===== config.mk =====
export PLATFORM = sky130hd
export DESIGN_NAME = ootc_ctrl
export DESIGN_NICKNAME = d
export VERILOG_FILES = /design/src/design/ootc_pkg.sv /design/src/design/ootc_ctrl.sv
export SDC_FILE = /design/constraint.sdc
export NUM_CORES = 1
export LEC_CHECK = 0
export BUFFER_PORTS_ARGS = -buffer_cell sky130_fd_sc_hd__buf_2
export CORE_AREA = 2 2 39 41
export DETAILED_ROUTE_END_ITERATION = 6
export DIE_AREA = 0 0 41 43
export PLACE_DENSITY_LB_ADDON = 0.15
export SKIP_LAST_GASP = 1
export SLEW_MARGIN = 20
export SYNTH_ARGS = -nofsm -noshare
export SYNTH_HDL_FRONTEND = slang
export SYNTH_SLANG_ARGS = --single-unit

===== constraint.sdc =====
create_clock -name clk -period 1.8 [get_ports clk]
set_clock_uncertainty 0.15 [all_clocks]
set_input_delay 0.09 -clock clk [delete_from_list [all_inputs] [get_ports clk]]
set_output_delay 0.09 -clock clk [all_outputs]
set_load 0.05 [all_outputs]

===== src/design/ootc_pkg.sv =====
`timescale 1ns / 1ps
package ootc_pkg;

  localparam int MAX_PENDING = 64;
  localparam int ADDR_W      = $clog2(MAX_PENDING);
  localparam int CNT_W       = $clog2(MAX_PENDING + 1);
  localparam int OFF_W       = 48;
  localparam int LEN_W       = 32;
  localparam int RIDX_W      = 9;
  localparam int RCNT_W      = 10;
  localparam int SHIFT_W     = 4;
  localparam int KEY_W       = OFF_W + RCNT_W;
  localparam int PCNT_W      = 7;
  localparam int CFG_IDX_W   = 2;
  localparam int CFG_DATA_W  = 48;

  // Register indexes of the configuration port
  localparam logic [CFG_IDX_W-1:0] REG_RATCHET_COUNT = 2'd0;
  localparam logic [CFG_IDX_W-1:0] REG_START_OFFSET  = 2'd1;

  typedef struct packed {
    logic [KEY_W-1:0] key;
    logic [OFF_W-1:0] off;
    logic [LEN_W-1:0] len;
  } ootc_slot_t;

  typedef enum logic [3:0] {
    ST_IDLE,
    ST_INS_CHK,
    ST_INS_CMP,
    ST_DRAIN_RD,
    ST_DRAIN_CMP,
    ST_REM_LD,
    ST_REM_CUR,
    ST_SD_CHK,
    ST_SD_L,
    ST_SD_R,
    ST_SD_CMP,
    ST_OUT
  } ootc_state_t;

  typedef enum logic [3:0] {
    OP_NONE,
    OP_ACCEPT,
    OP_INS_CHK,
    OP_INS_CMP,
    OP_DRAIN_RD,
    OP_DRAIN_CMP,
    OP_REM_LD,
    OP_REM_CUR,
    OP_SD_CHK,
    OP_SD_L,
    OP_SD_R,
    OP_SD_CMP,
    OP_OUT_LOAD
  } ootc_op_t;

  typedef struct packed {
    ootc_op_t op;
  } ootc_cmd_t;

  typedef struct packed {
    logic acc_flush;
    logic acc_direct;
    logic ins_root;
    logic ins_less;
    logic size_zero;
    logic root_match;
    logic sd_leaf;
    logic has_right;
    logic sd_less;
    logic out_busy;
  } ootc_stat_t;

  // Number of significant bits of the ratchet count
  function automatic logic [SHIFT_W-1:0] bit_len(input logic [RCNT_W-1:0] v);
    logic [SHIFT_W-1:0] n;
    n = '0;
    for (int i = 0; i < RCNT_W; i++) begin
      if (v[i]) n = SHIFT_W'(i + 1);
    end
    return n;
  endfunction

endpackage


===== src/design/ootc_ctrl.sv =====
`timescale 1ns / 1ps
module ootc_ctrl (
  input  logic               clk,
  input  logic               rst_n,
  input  logic               in_valid,
  output logic               in_stall,
  input  ootc_pkg::ootc_stat_t stat,
  output ootc_pkg::ootc_cmd_t  cmd
);

  ootc_pkg::ootc_state_t state_r, state_nxt;

  // State register
  always_ff @(posedge clk) begin
    if (!rst_n) state_r <= ootc_pkg::ST_IDLE;
    else        state_r <= state_nxt;
  end

  // Next state
  always_comb begin
    state_nxt = state_r;
    case (state_r)
      ootc_pkg::ST_IDLE: begin
        if (in_valid) begin
          if (stat.acc_flush)       state_nxt = ootc_pkg::ST_DRAIN_RD;
          else if (stat.acc_direct) state_nxt = ootc_pkg::ST_OUT;
          else                      state_nxt = ootc_pkg::ST_INS_CHK;
        end
      end
      ootc_pkg::ST_INS_CHK:
        state_nxt = stat.ins_root ? ootc_pkg::ST_DRAIN_RD : ootc_pkg::ST_INS_CMP;
      ootc_pkg::ST_INS_CMP:
        state_nxt = stat.ins_less ? ootc_pkg::ST_INS_CHK : ootc_pkg::ST_DRAIN_RD;
      ootc_pkg::ST_DRAIN_RD:
        state_nxt = stat.size_zero ? ootc_pkg::ST_OUT : ootc_pkg::ST_DRAIN_CMP;
      ootc_pkg::ST_DRAIN_CMP:
        state_nxt = stat.root_match ? ootc_pkg::ST_REM_LD : ootc_pkg::ST_OUT;
      ootc_pkg::ST_REM_LD:
        state_nxt = stat.size_zero ? ootc_pkg::ST_DRAIN_RD : ootc_pkg::ST_REM_CUR;
      ootc_pkg::ST_REM_CUR:
        state_nxt = ootc_pkg::ST_SD_CHK;
      ootc_pkg::ST_SD_CHK:
        state_nxt = stat.sd_leaf ? ootc_pkg::ST_DRAIN_RD : ootc_pkg::ST_SD_L;
      ootc_pkg::ST_SD_L:
        state_nxt = stat.has_right ? ootc_pkg::ST_SD_R : ootc_pkg::ST_SD_CMP;
      ootc_pkg::ST_SD_R:
        state_nxt = ootc_pkg::ST_SD_CMP;
      ootc_pkg::ST_SD_CMP:
        state_nxt = stat.sd_less ? ootc_pkg::ST_SD_CHK : ootc_pkg::ST_DRAIN_RD;
      ootc_pkg::ST_OUT:
        if (!stat.out_busy) state_nxt = ootc_pkg::ST_IDLE;
      default: state_nxt = ootc_pkg::ST_IDLE;
    endcase
  end

  // Command decode
  always_comb begin
    cmd.op   = ootc_pkg::OP_NONE;
    in_stall = 1'b1;
    case (state_r)
      ootc_pkg::ST_IDLE: begin
        in_stall = 1'b0;
        if (in_valid) cmd.op = ootc_pkg::OP_ACCEPT;
      end
      ootc_pkg::ST_INS_CHK:   cmd.op = ootc_pkg::OP_INS_CHK;
      ootc_pkg::ST_INS_CMP:   cmd.op = ootc_pkg::OP_INS_CMP;
      ootc_pkg::ST_DRAIN_RD:  cmd.op = ootc_pkg::OP_DRAIN_RD;
      ootc_pkg::ST_DRAIN_CMP: cmd.op = ootc_pkg::OP_DRAIN_CMP;
      ootc_pkg::ST_REM_LD:    cmd.op = ootc_pkg::OP_REM_LD;
      ootc_pkg::ST_REM_CUR:   cmd.op = ootc_pkg::OP_REM_CUR;
      ootc_pkg::ST_SD_CHK:    cmd.op = ootc_pkg::OP_SD_CHK;
      ootc_pkg::ST_SD_L:      cmd.op = ootc_pkg::OP_SD_L;
      ootc_pkg::ST_SD_R:      cmd.op = ootc_pkg::OP_SD_R;
      ootc_pkg::ST_SD_CMP:    cmd.op = ootc_pkg::OP_SD_CMP;
      ootc_pkg::ST_OUT:
        if (!stat.out_busy) cmd.op = ootc_pkg::OP_OUT_LOAD;
      default: cmd.op = ootc_pkg::OP_NONE;
    endcase
  end

endmodule


==> flow_metrics.tcl <==
set metrics [dict create \
    max-slew-margin-rel 0.796 \
    whs_ns 0.0686 \
    cts_hold_buf 0 \
    viasPerCell 5.29 \
    layout_commonest_cell "buf_2" \
    crit_fanout 11 \
    drt-wirelength-per-cell_um 12.4 \
    outcome "finished, final reports clean" \
    grt_pass1_wl_um 2050 \
    r2r-start "state_r[1]" \
    hold_viol 0 \
    tightest_slew_ns 0.304 \
    cts_resized 1 \
    die_h_um 43 \
    rsz0062_at_grt "no" \
    cts_root_buf "clkbuf_4" \
    grt_max_degree 14 \
    cts_setup_buffers 0 \
    syn_to_final_growth_pct 27.4 \
    clockBufferDepth 2 \
    cp_data_arrival_time_ns 1.44 \
    drc 0 \
    via_count 545 \
    synth_edf_count 0 \
    power.density_nw_per_um2 1500 \
    hold_path.class "in2reg" \
    cap_violations 0 \
    drt_pre_antenna_iters 4 \
    first_global_vias 484 \
    syn_area_sq_um 503 \
    r2r_slack_ns 0.27 \
    numPortBuffers 17 \
    synth_top_cell_area_share 0.159 \
    async_flop_share 0 \
    crit_required_ns 1.56 \
    vdd_drop_max_uv 644 \
    clock_sinks 4 \
    layout_common_cells "buf_2, buf_4, nor2_1" \
    rows 14 \
    clock_latency_ns 0.23 \
    slowest_stage "dfxtp_2" \
    synth_top_flop_cell "dfxtp_1" \
    fmaxAchievable_ghz 0.596 \
    clk_pin_slew_worst_paths_ns 0.04 \
    overflow 0 \
    start_kind "register" \
    path_cells "buf_4, buf_4, xor2_1, o22ai_2, clkbuf_4" \
    antenna_cells 0 \
    cts_tree "done" \
    min_path_cells 4 \
    r2r_end "state_r[1]" \
    setup_viol 0 \
    synth_cells 66 \
    regMostFlops "state_r" \
    drive_above_1_share 0.483 \
    synth-seq-area-share 0.159 \
    detail-route-antenna-nets 0 \
    avgSynthCellArea_sq_um 7.62 \
    track_usage 0.173 \
    max_stage_delay_ns 0.40 \
    crit_top_cell "buf_4" \
    htree_levels 1 \
    ys_types 33 \
    final.setup.tns_ns 0 \
    fp.coreArea_sq_um 1380 \
    largest_reg_flops 4 \
    critPathKind "reg2out" \
    drtIter0Drc 9 \
    reg.largest.list "state_r x4" \
    numCtsBuffers 3 \
    hold_end "state_r[1]" \
    synth_area_leaders "dfxtp_1, buf_6, a21oi_1, a211oi_1, nand3b_1" \
    min_period_over_period 0.932 \
    finalNetCount 102 \
    min_from "rst_n" \
    fp.dieW_um 41 \
    p_leak_nw 0.253 \
    period_minus_slack_ns 1.68 \
    num_io_pins 18 \
    end_kind "primary output" \
    reg2reg_depth 4 \
    start_util 0.363 \
    wl_um 1280 \
    grt_antenna_before_repair 0 \
    syn-num-nets 79 \
    dpl.hpwl_um 986 \
    slew_violations 0 \
    yosysTopAreaCell "dfxtp_1" \
    dieArea_sq_um 1760 \
    place_congestion 0.890 \
    yosysWarnings 0 \
    ys_ff_latch 4 \
]
## kinds of logic (layout without fill, tap and decap cells)
logic type	Yosys count	count (layout)	synth area share
mux	1	1	0.0199
flops	4	4	0.159
simple gates	28	28	0.346
xor+xnor	2	2	0.0348
buf+inv	8	29	0.134
compound gates	23	23	0.306
## cells in the mapped netlist, types with 2 or more instances
cell and number:
buf_6 3, inv_1 2, o22ai_1 2, nor2_1 6, a21oi_1 5, nand3b_1 3
nand4b_1 2, nor3_1 3, a211oi_1 3, nor4_1 2, or2_2 2, nand2b_1 2
nand2_1 4, a21oi_2 2, dfxtp_1 4, o21ai_0 4
## worst max-delay path, delay by kind of cell, from the launching register on
family	cells	cell delay, ns
xor gates and xnor gates	1	0.16
buffers and inverters	3	0.55
DFF	1	0.40
AOI/OAI and AO/OA	1	0.09
## layout make-up
class / count / area (sq um)
flip-flops and latches: 4 / 83.8
fillers: 156 / 743
repair buffers: 24 / 140
well taps: 16 / 20.0
clock buffers: 3 / 22.5
inverters: 2 / 7.51
multi-input cells: 54 / 367
## report_power, final
part           leakage (nW)  switching, mW  internal [mW]
clock                0.0138         0.0326         0.0743
sequential           0.0339         0.0563          0.120
combinational         0.205          0.428          0.252
## routing by layer
metal,up-vias,part of all wire,wire length [um],track usage
li1,291,-,-,-
met1,242,0.52,660,0.254
met2,12,0.45,576,0.225
met3,0,0.031,40,0.0314
met4,0,0,0,0.100
met5,-,0,0,0
## per-stage QoR
stage / power, mW / std cells / setup WS (ns) / util / cell area [sq um]
CTS: 0.962 / 103 / 0.00126 / 0.459 / 636
detailed placement: 0.845 / 100 / 0.189 / 0.442 / 612
global route: 1.03 / 103 / 0.0553 / 0.463 / 641
floorplan: 0.729 / 66 / 0.120 / - / 514
finish: 0.964 / 103 / 0.123 / 0.463 / 641
global placement: 0.850 / 100 / 0.221 / 0.442 / 612
## worst max-delay path by stage
stage / startpoint / end / slack [ns]
final: state_r[2] / cmd[2] / 0.12
after global routing: state_r[1] / cmd[2] / 0.06
after CTS: state_r[2] / cmd[2] / 0.001
after detailed placement: state_r[2] / state_r[2] / 0.19
after global placement: state_r[1] / state_r[1] / 0.22
after floorplan: state_r[1] / cmd[1] / 0.12
Note: power is estimated with default switching activity, not from simulation.
